### config.mk
export PLATFORM = sky130hd
export DESIGN_NAME = altr_ctrl
export DESIGN_NICKNAME = d
export VERILOG_FILES = /design/src/altr_pkg.sv /design/src/altr_ctrl.sv
export VERILOG_INCLUDE_DIRS = /design/src /design/src/src
export SDC_FILE = /design/constraint.sdc
export NUM_CORES = 1
export LEC_CHECK = 0
export ABC_AREA = 1
export CORE_AREA = 4 4 41 43
export DETAILED_ROUTE_END_ITERATION = 6
export DIE_AREA = 0 0 45 47
export DONT_BUFFER_PORTS = 1
export HOLD_SLACK_MARGIN = 0.06
export MAX_ROUTING_LAYER = met4
export PLACE_DENSITY = 0.54
export REMOVE_ABC_BUFFERS = 1
export SYNTH_ARGS = -nofsm -noshare
export SYNTH_HDL_FRONTEND = slang
export SYNTH_SLANG_ARGS = --single-unit
### constraint.sdc
create_clock -name clock -period 1.9 [get_ports clock]
set_clock_uncertainty 0.2 [all_clocks]
set_input_delay 0.285 -clock clock [delete_from_list [all_inputs] [get_ports clock]]
set_output_delay 0.285 -clock clock [all_outputs]
set_load 0.005 [all_outputs]
### src/assert_macros.svh
// Assertion macros used by the ledger engine controller.
`ifndef ASSERT_MACROS_SVH
`define ASSERT_MACROS_SVH
`ifndef NO_ASSERTIONS
`define ALTR_ASSERT(lbl, clk, rst, prop) \
   lbl: assert property (@(posedge clk) disable iff (rst) prop) \
      else $error("assertion failed");
`define ALTR_ASSERT_NR(lbl, clk, prop) \
   lbl: assert property (@(posedge clk) prop) \
      else $error("assertion failed");
`else
`define ALTR_ASSERT(lbl, clk, rst, prop)
`define ALTR_ASSERT_NR(lbl, clk, prop)
`endif
`endif

### src/altr_pkg.sv
// Package with constants, codes and control structs of the ledger engine.
`default_nettype none
package altr_pkg;
   localparam int TABLE_DEPTH = 256;
   localparam int KEY_BITS    = 64;
   localparam int DATA_W      = 64;
   localparam int IDX_W       = $clog2(TABLE_DEPTH);
   localparam int CNT_W       = $clog2(TABLE_DEPTH + 1);
   localparam int STAT_W      = 3;
   localparam int TYPE_W      = 2;

   localparam logic [TYPE_W-1:0] REQ_ALLOC    = 2'd0;
   localparam logic [TYPE_W-1:0] REQ_VALIDATE = 2'd1;
   localparam logic [TYPE_W-1:0] REQ_TRANSFER = 2'd2;
   localparam logic [TYPE_W-1:0] REQ_QUERY    = 2'd3;

   localparam logic [STAT_W-1:0] STATUS_OK      = 3'd0;
   localparam logic [STAT_W-1:0] STATUS_MISSING = 3'd1;
   localparam logic [STAT_W-1:0] STATUS_LOW     = 3'd2;
   localparam logic [STAT_W-1:0] STATUS_SEQ     = 3'd3;
   localparam logic [STAT_W-1:0] STATUS_FULL    = 3'd4;
   localparam logic [STAT_W-1:0] STATUS_SKIPPED = 3'd5;

   typedef struct packed {
      logic              cap;
      logic              scan_clr;
      logic              scan_run;
      logic              sweep;
      logic              alloc_wr;
      logic              fail_set;
      logic              st_load;
      logic [STAT_W-1:0] st_code;
      logic              q_load;
      logic              snew_load;
      logic              rd_recip;
      logic              wr_send;
      logic              wr_recip;
      logic              vld_clr;
      logic              blk_end;
   } cmd_type;

   typedef struct packed {
      logic              scan_done;
      logic              slot_avail;
      logic              recip_avail;
      logic [STAT_W-1:0] chk_code;
      logic              failed;
      logic              last;
      logic [TYPE_W-1:0] req_kind;
   } sts_type;
endpackage
`default_nettype wire

### src/altr_ctrl.sv
// Controller state machine that sequences search, update, sweep and response.
`default_nettype none
`include "assert_macros.svh"
module altr_ctrl import altr_pkg::*; (
   input  wire logic              clock,
   input  wire logic              reset,
   input  wire logic              req_valid,
   input  wire logic [TYPE_W-1:0] req_type,
   output logic                   req_stall,
   output logic                   rsp_valid,
   input  wire logic              rsp_stall,
   output cmd_type                cmd,
   input  wire sts_type           sts
);
   localparam logic [3:0] S_IDLE  = 4'd0;
   localparam logic [3:0] S_SCAN  = 4'd1;
   localparam logic [3:0] S_RD    = 4'd2;
   localparam logic [3:0] S_CHK   = 4'd3;
   localparam logic [3:0] S_WRS   = 4'd4;
   localparam logic [3:0] S_WRR   = 4'd5;
   localparam logic [3:0] S_END   = 4'd6;
   localparam logic [3:0] S_SWEEP = 4'd7;
   localparam logic [3:0] S_RESP  = 4'd8;
   localparam logic [3:0] S_INIT  = 4'd9;

   logic [3:0] state_ff, state_in;

   always_comb begin
      cmd      = '0;
      state_in = state_ff;
      unique case (state_ff)
         // After reset every entry of the valid store is cleared, one per cycle.
         S_INIT: begin
            cmd.scan_run = 1'b1;
            cmd.vld_clr  = 1'b1;
            if (sts.scan_done) begin
               state_in = S_IDLE;
            end
         end
         S_IDLE: begin
            if (req_valid) begin
               cmd.cap = 1'b1;
               // Transfers of a failed block skip the search entirely.
               if ((req_type == REQ_TRANSFER) && sts.failed) begin
                  state_in = S_END;
               end else begin
                  state_in = S_SCAN;
               end
            end
         end
         S_SCAN: begin
            cmd.scan_run = 1'b1;
            if (sts.scan_done) begin
               if (sts.req_kind == REQ_ALLOC) begin
                  if (sts.slot_avail) begin
                     cmd.alloc_wr = 1'b1;
                  end else begin
                     cmd.st_load = 1'b1;
                     cmd.st_code = STATUS_FULL;
                  end
                  state_in = S_RESP;
               end else begin
                  state_in = S_RD;
               end
            end
         end
         S_RD: begin
            state_in = S_CHK;
         end
         S_CHK: begin
            unique case (sts.req_kind)
               REQ_VALIDATE: begin
                  cmd.st_load = 1'b1;
                  cmd.st_code = sts.chk_code;
                  state_in    = S_RESP;
               end
               REQ_QUERY: begin
                  cmd.q_load = 1'b1;
                  state_in   = S_RESP;
               end
               default: begin
                  if (sts.chk_code != STATUS_OK) begin
                     cmd.st_load  = 1'b1;
                     cmd.st_code  = sts.chk_code;
                     cmd.fail_set = 1'b1;
                     state_in     = S_END;
                  end else if (!sts.recip_avail) begin
                     cmd.st_load  = 1'b1;
                     cmd.st_code  = STATUS_FULL;
                     cmd.fail_set = 1'b1;
                     state_in     = S_END;
                  end else begin
                     cmd.snew_load = 1'b1;
                     cmd.rd_recip  = 1'b1;
                     state_in      = S_WRS;
                  end
               end
            endcase
         end
         S_WRS: begin
            cmd.wr_send = 1'b1;
            state_in    = S_WRR;
         end
         S_WRR: begin
            cmd.wr_recip = 1'b1;
            state_in     = S_END;
         end
         S_END: begin
            if (sts.last) begin
               cmd.scan_clr = 1'b1;
               state_in     = S_SWEEP;
            end else begin
               state_in = S_RESP;
            end
         end
         S_SWEEP: begin
            cmd.scan_run = 1'b1;
            cmd.sweep    = 1'b1;
            if (sts.scan_done) begin
               cmd.blk_end = 1'b1;
               state_in    = S_RESP;
            end
         end
         S_RESP: begin
            if (!rsp_stall) begin
               state_in = S_IDLE;
            end
         end
         default: begin
            state_in = S_IDLE;
         end
      endcase
   end

   always_ff @(posedge clock) begin
      if (reset) begin
         state_ff <= S_INIT;
      end else begin
         state_ff <= state_in;
      end
   end

   assign req_stall = (state_ff != S_IDLE);
   assign rsp_valid = (state_ff == S_RESP);

   `ALTR_ASSERT(a_req_busy, clock, reset, (req_valid && !req_stall) |=> (state_ff != S_IDLE))
   `ALTR_ASSERT(a_sweep_resp, clock, reset, (state_ff == S_SWEEP && sts.scan_done) |=> rsp_valid)
   `ALTR_ASSERT(a_write_pair, clock, reset, (state_ff == S_WRS) |=> (state_ff == S_WRR))
   `ALTR_ASSERT(a_fail_end, clock, reset, cmd.fail_set |=> (state_ff == S_END))
   `ALTR_ASSERT_NR(a_reset_quiet, clock, reset |=> !rsp_valid)
endmodule
`default_nettype wire

# Word-level counts from Yosys, hierarchy flattened
# Cells that the tools add are included.
# word_totals
regBits,4
rom_bits,0
latch_bits,0
ramBits,0
wordCells,67
output_inout_bits,19
in_bits,16
mem_count,0
# classes
n_lt_le_gt_ge,0
shifts,0
eq_ne,17
n_mul,0
n_mux,41
n_reduce_logical,8
div_mod_pow,0
n_addsub,0
bitwise,0
# ops
operator,n
2-to-1 mux 4 bit,12
one-hot mux 4 bit (10 select lines),1
2-to-1 mux 1 bit,18
equality test 4 x 3 -> 1 bit (second input constant),4
one-hot mux 4 bit (2 select lines),2
2-to-1 mux 5 bit,2
!= test 2 bit (second input constant),5
equality test 4 x 2 -> 1 bit (second input constant),2
equality test 4 bit (second input constant),2
2-to-1 mux 2 bit,4
2-to-1 mux 3 bit,2
AND reduction 5 bit,1
equality test 2 bit (second input constant),2
equality test 4 x 1 -> 1 bit (second input constant),1
logical NOT 4 bit,1
nonzero test 4 bit,1
nonzero test 3 bit,1
OR reduction 3 bit,1
equality test 2 x 1 -> 1 bit (second input constant),1
logical NOT 2 bit,1
OR reduction 2 bit,1
logical AND 1 bit,1

# Depth between registers and ports, before layout
# Gate-level depths: netlist of the first run.
# depth
depth_word,5
ltp_mapped,10
ltp_nobuf,10

# Worst setup path after synthesis of the first run
# No wires, ideal clock.
# synth_path
path_kind,register to output
startpoint,register state_ff[1]
endpoint,output port cmd[9] (netlist bit)
arrival_time_ns,1.023
n_path_buf,0
path_stages_with_launch,7
required_time_ns,1.415
slack_ns,0.392
path_cell_list,dfxtp_1 > nand2_1 > nor3_2 > nand3_1 > inv_1 > nor2_1 > o21ai_1
# synth_lines
element,line,rtl
"start, declared",altr_ctrl.sv:26,"logic [3:0] state_ff, state_in;"
"start signal, assigned",altr_ctrl.sv:139,state_ff <= state_in;
"end, declared",altr_ctrl.sv:12,"output cmd_type cmd,"

==> summary by stage, run 1 <==
Synthesis
The gate count of the mapped netlist is 94. The commonest cells after synthesis are 20 x nor2_1, 17 x nand2_1, 15 x inv_1. By area the synthesized netlist is led by dfxtp_1 16%, nor2_1 15%, nand2_1 12%. The cell type with the largest total area after synthesis is dfxtp_1. The area of the mapped netlist is 515 um2.

The flip-flop and latch count after synthesis is 4. The top cell type by area accounts for 15.5% of the synthesized area. The distinct cell type count after synthesis is 21. The number of synthesized flops with an enable pin is 0. For this run, asynchronously set or reset flops after synthesis account for 0%. The most used flip-flop cell after synthesis is dfxtp_1. Of the synthesized area, sequential elements account for 15.5%. The Yosys warning count is 0. Yosys instantiated no cell more often than nor2_1.

The synthesized area divided by synthesized cell count is 5.48 um2.

STA
For the pin with the worst max-slew slack, the measured transition is 0.380 ns. The clock period could shrink to 1.82 ns. The worst pin sits at a relative slew slack of 74.4%. Across all hold checks on the routed design, the worst slack comes to 0.0933 ns.

The achievable frequency is 0.549 GHz. The hold violation count in the final report came to 0. Setup violations remaining at the end of the flow were counted as 0. The final cycle utilization of the critical path is 95.8%. The max-slew violation total from the final report is 0.

Finish
The repair_antennas step left the layout with diodes totalling 0. Once layout is complete, the cells apart from fillers number 115. The share of cells above drive strength 1 is 28.0%.

The largest register by flop count is state_ff. In the final layout, the registers with the most flip-flops are state_ff (4). The register with the most flip-flops in the layout has 4 of them. From synthesis to final layout, the design area changed by 18.7%. The final layout contains 118 nets.

After filler insertion, the fill cell instance count of the layout stands at 144.

Critical path
By startpoint and endpoint, the worst setup path is classified as reg -> out. STA puts the critical path data required time at 1.41 ns. At the worst endpoint, the arrival time is 1.34 ns.

STA classifies the critical path endpoint as a primary output. The peak fanout along the critical path is 4. The startpoint type of the worst setup path is a register.

Routing
The detail-routed net length per standard cell is 12.3 um. The detailed-routing iteration count for the pre-antenna-repair pass is 4. The remaining design rule violation count is 0. The routed via count is 595. The initial DRC count is 11.

The final layout contains routed wiring with a total length of 1.41 mm. Once detail routing completed, the nets flagged for antenna violations numbered 0. The average via count per standard cell is 5.17.

Clock network
CTS built an H-tree with a depth of 1. TritonCTS built the clock tree. The clock net sink count is 4. The clock tree root driver cell is clkbuf_4. The maximum clock path buffer count is 2. The TritonCTS buffer count is 3. The clock input transition at the sequential cells of the worst setup and hold paths is 0.04 ns.

For the worst-skew pair, the clock arrives at the later sink with an insertion delay of 0.25 ns.

Die
The floorplan step set the die height to 47 um. The core region is 1300 um2. The die outline width is 45 um.

In this run the count of I/O pins placed on the die edge is 35. For this configuration, the core starts out at a cell density of 39.6%. The floorplan step defined a die boundary enclosing 2120 um2. The number of placement rows is 13.

Placed design
Once placement completed, the tool counted placed cells totaling 108. The sum of net half-perimeters after detailed placement is 1.19 mm. The count of input and output buffers is 0. The congestion estimate from routability-driven global placement came to 0.822.

Hold path
The path class of the tightest hold or removal check is in -> reg.

Pwr
Net switching is 38.0% of the power. Power spread over the standard cell area amounts to 528 nW/um2. The power dissipated by switching net loads is 123 uW. Summed over all cells, the static leakage comes to 0.000322 uW. The internal power is 200 uW. The clock network is responsible for 34.9% of the overall power. In this run, flip-flops and latches consume 33.3% of the power. VDD sags by at most 0.362 mV.

Power comes to 323 uW. Combinational logic is responsible for 31.8% of the overall power.

GRT
The number of global-route vias before repair is 534. The wire length of the first global-routing pass is 2.32 mm. The global router's overall resource usage is 16.0%. The number of antenna violations at the first check in global routing is 0. The largest net degree at the start of global routing is 7. The total global routing overflow is 0.

Job
The number of max-capacitance violations reported is 0.

Status
The run finished with clean final reports.
==> power groups by stage <==
stage | registers, uW | logic (uW) | clock network (uW)
after global routing | 109 | 118 | 124
after global placement | 103 | 93.5 | 0
after floorplan | 102 | 77.3 | 0
final | 107 | 103 | 113
after CTS | 102 | 96.4 | 110
after detailed placement | 104 | 93.0 | 0
==> worst max-delay path, cell delays in order (launching register included) <==
cell     delay (ns)
dfxtp_2        0.37
nand2_4        0.07
nor3_4         0.24
nand2_1        0.10
nor2_1         0.09
nor2_1         0.06
o21ai_1        0.16
==> per-layer routing <==
metal | vias up | GRT usage [%] | part of all wire (%)
met5 | - | - | 0
met3 | 3 | 3.83 | 9.1
met1 | 260 | 20.7 | 44
met2 | 29 | 23.4 | 46
li1 | 303 | - | -
met4 | 0 | 7.02 | 1.1
==> layout make-up <==
cell class	count	area (um2)	area share [%]
clock buffers	3	22.5	3.68
inverters	19	71.3	11.7
multi-input cells	70	380	62.2
flip-flops and latches	4	86.3	14.1
well taps	15	18.8	3.07
repair buffers	4	32.5	5.32
==> cell usage in the layout, fill, tap and decap left out, drive strengths merged <==
cell and count:
nor2 26, nand2 22, inv 18, nand3 7, a21oi 4, dfxtp 4
clkbuf 3, buf 3, o21ai 3, nor3 3, o211ai 2, clkinv 1
nand3b 1, nor4 1, nand4 1, dlygate4sd3 1
==> worst paths after layout <==
check                                  from          end  slack, ns  cells after the start
worst min register to register  state_ff[3]  state_ff[3]       0.51                      4
worst min-delay path                 sts[9]  state_ff[0]       0.09                      3
worst max register to register  state_ff[2]  state_ff[0]       0.26                      9
worst max-delay path            state_ff[0]       cmd[9]       0.08                      6
==> through the flow <==
| step | setup TNS, ns | setup WS [ns] | cell area [um2] | utilization, % |
|---|---|---|---|---|
| 6_report | 0 | 0.0794 | 612 | 47.0 |
| 5_1_grt | -0.0238 | -0.0157 | 612 | 47.0 |
| 4_1_cts | 0 | 0.00373 | 559 | 43.0 |
| 3_5_place_dp | 0 | 0.262 | 527 | 40.5 |
| 3_3_place_gp | 0 | 0.295 | 527 | 40.5 |
| 2_1_floorplan | 0 | 0.392 | 508 | - |
==> logic make-up (layout without fill, tap and decap cells) <==
family                 after synthesis  in the layout  synth area share (%)
and+or+nand+nor                     61             61                  58.7
AOI/OAI and AO/OA                    9              9                  10.4
buffers and inverters               20             26                  15.3
DFF                                  4              4                  15.5
==> repair_timing <==
| action | in CTS | in global routing |
|---|---|---|
| endpoints found under the hold margin | 4 | 0 |
| gates resized for setup | 0 | 10 |
| setup endpoints to repair | 0 | 4 |
| hold buffers | 1 | 0 |
| setup buffers | 0 | 3 |
(Power assumes the default switching activity.)
==> run 2: changes to the inputs <==
==> constraint.sdc (replaced) <==
create_clock -name clock -period 1.9 [get_ports clock]
set_clock_uncertainty 0.2 [all_clocks]
set_input_delay 0.095 -clock clock [delete_from_list [all_inputs] [get_ports clock]]
set_output_delay 0.095 -clock clock [all_outputs]
set_load 0.005 [all_outputs]
==> summary by stage, run 2 (synthesis results as in run 1) <==
Die
The overall die height is 47 um (unchanged). The I/O pin total was 35 (unchanged). The die outline width was 45 um (unchanged). The floorplan die area was 2120 um2 (unchanged). The core area is 1300 um2 (unchanged). The effective utilization at floorplan is 39.6% (unchanged). The number of placement rows is 13 (unchanged).

Routing
The average via count per standard cell is 4.99 (was 5.17). The routed via count is 579 (was 595). The remaining design rule violation count is 0 (unchanged). The initial DRC count came to 5 (was 11).

The detailed-routing iteration count for the pre-antenna-repair pass is 4 (unchanged). The post-detailed-route count of antenna-violating nets came to 0 (unchanged). The detail-routed net length per standard cell is 11.4 um (was 12.3 um). The sum of routed wire length over all layers is 1.33 mm (was 1.41 mm).

Finish
The number of flip-flops under the largest register name is 4 (unchanged). The most common cell after layout, fill and taps aside is nor2_1 (unchanged). The relative area change from synthesis to final layout is 16.3% (was 18.7%). The layout net count came to 119 (was 118).

The largest register by flop count was state_ff (unchanged). The number of filler cells placed in the layout was 159 (was 144). The share of cells above drive strength 1 was 18.8% (was 28.0%).

Commonest cells after routing, fill and taps aside: 20 x nor2_1, 17 x nand2_1, 15 x inv_1 (was 20 x nor2_1, 16 x nand2_1, 14 x inv_1). Top flop regs: state_ff (4) (unchanged). The antenna cell count is 0 (unchanged).

Clock network
The clock latency reported for the late side of the worst-skew pair is 0.23 ns (was 0.25 ns). The TritonCTS buffer count was 3 (unchanged). The clock input transition at the sequential cells of the worst setup and hold paths is 0.03 ns (was 0.04 ns). The number of H-tree levels is 1 (unchanged).

The post-CTS repair timing setup buffer count is 0 (unchanged). The post-cts resize count is 0 (unchanged). The CTS tree is done (unchanged). The maximum clock path buffer count is 2 (unchanged).

The clock tree root driver cell is clkbuf_4 (unchanged). The hold-fix buffer count after cts is 5 (was 1). The clock net sink count is 4 (unchanged).

GRT
The number of antenna violations at the first check in global routing is 0 (unchanged). The wire length of the first global-routing pass came to 2.08 mm (was 2.32 mm). The largest net degree at the start of global routing came to 7 (unchanged). The met1 track utilization from global routing is 18.6% (was 20.7%). The met3 global-route usage is 3.83% (unchanged). The total global routing overflow is 0 (unchanged). The global router's overall resource usage was 13.9% (was 16.0%). The global-route met2 utilization came to 20.3% (was 23.4%). The number of global-route vias before repair is 509 (was 534). The most used routing layer in global routing is met2 (unchanged).

Hold path
The class of the most critical hold timing path is in -> reg (unchanged).

Critical path
The category of the critical setup timing path is reg -> out (unchanged). The largest stage delay on the critical path was 0.40 ns (was 0.37 ns). The worst-path cell with the longest stage delay is dfxtp_1 (was dfxtp_2). The worst path required time is 1.60 ns (was 1.41 ns). The kind of cell adding the most delay to the critical path is simple AND/OR/NAND/NOR gates (unchanged).

The peak fanout along the critical path came to 6 (was 4). The endpoint kind of the worst setup timing path is a primary output (unchanged). The startpoint type of the worst setup path is a register (unchanged). Cell chain of the critical path: nor3_2 -> nand3_1 -> inv_1 -> nor2_1 -> o21ai_1 (was nand2_4 -> nor3_4 -> nand2_1 -> nor2_1 -> nor2_1 -> o21ai_1). The number of buffer and inverter stages on the critical path is 1 (was 0). The worst path arrival time was 1.39 ns (was 1.34 ns).

STA
The achievable frequency was 0.592 GHz (was 0.549 GHz). The final period demand of the worst path is 1.69 ns (was 1.82 ns). The max-slew violation total from the final report is 0 (unchanged).

Setup repair after global routing left no endpoint under its margin. The remaining max-slew budget at the tightest pin was 75.3% (was 74.4%). The worst-margin pin slew is 0.367 ns (was 0.380 ns).

The final cycle utilization of the critical path is 88.9% (was 95.8%). The summed negative setup slack over all endpoints was 0 ns (unchanged). The hold violation count in the final report was 0 (unchanged). The final critical-path setup slack was 0.210 ns (was 0.0794 ns).

The final setup violation count came to 0 (unchanged).

Placed design
The final weighted congestion in routability-driven placement is 0.731 (was 0.822). The count of input and output buffers is 0 (unchanged). The post-placement worst setup slack is 0.363 ns (was 0.262 ns). The sum of net half-perimeters after detailed placement is 1.13 mm (was 1.19 mm).

Status
Run status: finished, final reports clean (unchanged).

Pwr
The peak supply drop came to 0.253 mV (was 0.362 mV). The areal power density over the cells is 507 nW/um2 (was 528 nW/um2). The static power due to leakage is 0.000318 uW (was 0.000322 uW).

Job
The number of max-capacitance violations reported came to 0 (unchanged).
run 2: cell types whose count changed in the layout (fill, tap and decap cells not counted), moves of 2 or more:
cell / delta
dlygate4sd3_1: +4
buf_4: -3
dfxtp_1: +3
dfxtp_2: -2
run 2: area by class of cell:
cell class	instances	area, um2	share of cell area, %
Inverter	19	71.3	11.9
Multi-Input combinational cell	70	357	59.5
Tap cell	15	18.8	3.13
Clock buffer	3	22.5	3.76
Timing Repair Buffer	5	50.0	8.35
Sequential cell	4	80.1	13.4
run 2: power by group:
group	switching (uW)	internal (uW)	leakage (uW)	total [uW]
Sequential	12.0	91.4	0.0000330	103
Combinational	63.7	36.6	0.000271	100
Clock	29.9	70.3	0.0000138	100
Total	106	198	0.000318	304
run 2: routing by layer:
layer	share of wire (%)	wire, um
met1	48	636
met2	42	554
met3	10	134
met5	0	0
met4	0	0
run 2: tightest hold or removal path: cells and delay by family:
kind                   cells  cell delay [ns]
AND/OR/NAND/NOR            3             0.25
AO/OA/AOI/OAI              1             0.05
buffers and inverters      1             0.04
run 2: worst paths after layout:
| check | endpoint | startpoint | slack [ns] | depth (start not counted) |
|---|---|---|---|---|
| setup / recovery | cmd[9] | state_ff[3] | 0.21 | 5 |
| hold / removal | state_ff[1] | sts[0] | 0.06 | 5 |
| setup reg to reg | state_ff[0] | state_ff[2] | 0.35 | 9 |
| hold reg to reg | state_ff[0] | state_ff[0] | 0.55 | 5 |
run 2: per-stage QoR:
step                power [uW]  cell area [um2]  hold WS (ns)  util [%]  cells
floorplan                  179              508       -0.0359         -     93
global placement           197              527       -0.0328      40.5    108
detailed placement         196              527       -0.0327      40.5    108
CTS                        308              599        0.0663      46.1    116
global route               328              599        0.0713      46.1    116
finish                     304              599        0.0578      46.1    116
==> run 3: changes to the inputs <==
--- a/config.mk
+++ b/config.mk
@@ -7,9 +7,9 @@
 export NUM_CORES = 1
 export LEC_CHECK = 0
 export ABC_AREA = 1
-export CORE_AREA = 4 4 41 43
+export CORE_AREA = 2 2 39 41
 export DETAILED_ROUTE_END_ITERATION = 6
-export DIE_AREA = 0 0 45 47
+export DIE_AREA = 0 0 41 43
 export DONT_BUFFER_PORTS = 1
 export HOLD_SLACK_MARGIN = 0.06
 export MAX_ROUTING_LAYER = met4
==> summary by stage, run 3 (synthesis results as in run 1) <==
Status
Run status: finished, final reports clean (unchanged).

Finish
Top flop regs: state_ff (4) (unchanged). The share of cells above drive strength 1 was 18.6% (was 18.8%). The number of flip-flops under the largest register name is 4 (unchanged). The most common cell after layout, fill and taps aside is nor2_1 (unchanged). Commonest cells after routing, fill and taps aside: 20 x nor2_1, 17 x nand2_1, 15 x inv_1 (unchanged). The antenna cell count is 0 (unchanged).

The layout net count is 120 (was 119). The relative area change from synthesis to final layout is 18.4% (was 16.3%). The cell area after layout is 611 um2 (was 599 um2). The largest register by flop count is state_ff (unchanged).

Critical path
The kind of cell adding the most delay to the critical path is simple AND/OR/NAND/NOR gates (unchanged). The worst path required time is 1.60 ns (about the same). The endpoint kind of the worst setup timing path is a primary output (unchanged).

The worst-path cell with the longest stage delay is dfxtp_1 (unchanged). The category of the critical setup timing path is reg -> out (unchanged). The largest stage delay on the critical path was 0.37 ns (was 0.40 ns). The worst path arrival time came to 1.39 ns (about the same). The peak fanout along the critical path is 4 (was 6). Cell chain of the critical path: nand2_1 -> nor3_2 -> nand3_1 -> inv_1 -> nor2_1 -> o21ai_1 (was nor3_2 -> nand3_1 -> inv_1 -> nor2_1 -> o21ai_1). The number of buffer and inverter stages on the critical path is 1 (unchanged). The startpoint type of the worst setup path is a register (unchanged).

Clock network
The post-CTS repair timing setup buffer count was 0 (unchanged). The CTS tree was done (unchanged). The clock tree root driver cell is clkbuf_4 (unchanged). The number of H-tree levels is 1 (unchanged).

The clock latency reported for the late side of the worst-skew pair came to 0.24 ns (was 0.23 ns). The clock net sink count is 4 (unchanged). The TritonCTS buffer count is 3 (unchanged). The maximum clock path buffer count was 2 (unchanged). The clock input transition at the sequential cells of the worst setup and hold paths was 0.04 ns (was 0.03 ns).

GRT
The number of global-route vias before repair is 558 (was 509). The global router's overall resource usage is 19.2% (was 13.9%). The wire length of the first global-routing pass came to 2.25 mm (was 2.08 mm). The largest net degree at the start of global routing is 7 (unchanged). The number of antenna violations at the first check in global routing is 0 (unchanged).

The total global routing overflow is 0 (unchanged).

Die
The effective utilization at floorplan is 37.3% (was 39.6%). The I/O pin total was 35 (unchanged). The die outline width is 41 um (was 45 um). The core area is 1380 um2 (was 1300 um2). The number of placement rows is 14 (was 13).

The floorplan die area came to 1760 um2 (was 2120 um2). The overall die height is 43 um (was 47 um).

STA
The achievable frequency is 0.595 GHz (was 0.592 GHz). The remaining max-slew budget at the tightest pin is 74.4% (was 75.3%). The final setup violation count came to 0 (unchanged). RSZ-0062 raised after global routing: no (unchanged).

The final cycle utilization of the critical path is 88.5% (was 88.9%). The summed negative setup slack over all endpoints is 0 ns (unchanged). The final period demand of the worst path is 1.68 ns (was 1.69 ns). The hold violation count in the final report is 0 (unchanged). The max-slew violation total from the final report was 0 (unchanged). The worst-margin pin slew was 0.381 ns (was 0.367 ns).

Placed design
The count of input and output buffers is 0 (unchanged). The area of placed instances is 528 um2 (was 527 um2). The sum of net half-perimeters after detailed placement is 1.14 mm (was 1.13 mm).

The final weighted congestion in routability-driven placement is 0.845 (was 0.731).

Routing
The remaining design rule violation count is 0 (unchanged). The sum of routed wire length over all layers is 1.38 mm (was 1.33 mm). The detailed-routing iteration count for the pre-antenna-repair pass is 4 (unchanged). The post-detailed-route count of antenna-violating nets is 0 (unchanged). The routed via count is 590 (was 579).

The initial DRC count came to 10 (was 5). The detail-routed net length per standard cell is 11.7 um (was 11.4 um). The average via count per standard cell is 5.00 (was 4.99).

Pwr
The power dissipated by switching net loads is 117 uW (was 106 uW). The peak supply drop came to 0.246 mV (was 0.253 mV). The combinational power share is 32.9% (was 33.0%). The static power due to leakage is 0.000322 uW (was 0.000318 uW). The clock network power share is 34.7% (was 33.0%). The power after layout came to 317 uW (was 304 uW). The areal power density over the cells was 519 nW/um2 (was 507 nW/um2). The share of power burned in registers is 32.5% (was 34.0%).

The net switching fraction of the power is 36.8% (was 34.7%). The internal power is 200 uW (was 198 uW).

Hold path
The class of the most critical hold timing path is in -> reg (unchanged).

Job
The number of max-capacitance violations reported is 0 (unchanged).
## run 3: cell types whose count changed in the layout (fill, tap and decap cells not counted)
cell and change:
dlygate4sd3_1 +1
## run 3: final cells by class
type	instances	area [um2]
clock buffer	3	22.5
fill	146	773
inverter	19	71.3
multi-input combinational	70	357
sequential	4	80.1
tap	16	20.0
timing repair buffer	6	60.1
## run 3: path summary, 6_finish.rpt
check	start	end	cells after the start	slack (ns)
max reg2reg	state_ff[2]	state_ff[0]	9	0.36
max	state_ff[0]	cmd[9]	6	0.22
min	sts[3]	state_ff[0]	5	0.06
min reg2reg	state_ff[0]	state_ff[0]	5	0.53
## run 3: layer usage
metal	GRT usage, %	routed length, um	part of all wire, %	up-vias
met3	5.24	101	7.3	2
met2	28.1	628	46	29
met5	-	0	0	-
met1	23.1	626	45	249
met4	10.0	19	1.4	0
li1	-	-	-	310
## run 3: metrics by stage
| stage | utilization [%] | std cells | hold WS (ns) | setup slack, ns |
|---|---|---|---|---|
| floorplan | - | 93 | -0.0359 | 0.518 |
| global placement | 38.2 | 109 | -0.0284 | 0.372 |
| detailed placement | 38.2 | 109 | -0.0284 | 0.369 |
| CTS | 44.1 | 118 | 0.0626 | 0.209 |
| global route | 44.1 | 118 | 0.0788 | 0.0460 |
| finish | 44.1 | 118 | 0.0583 | 0.219 |
## run 3: what timing repair did
item,CTS,global route
hold endpoints to repair,4,0
hold buffers,6,0
gates resized for setup,0,0
## run 3: power groups by stage
stage | Clock [uW] | Combinational [uW] | Sequential, uW
2_1_floorplan | 0 | 77.3 | 102
3_3_place_gp | 0 | 91.4 | 104
5_1_grt | 122 | 119 | 104
4_1_cts | 112 | 104 | 103
6_report | 110 | 104 | 103
3_5_place_dp | 0 | 91.5 | 104
## run 3: worst reg2reg max path: cells and delay by family (launching register included)
kind / cells / cell delay, ns
DFF: 1 / 0.44
AOI/OAI and AO/OA: 1 / 0.12
and+or+nand+nor: 6 / 0.50
buffers and inverters: 2 / 0.16
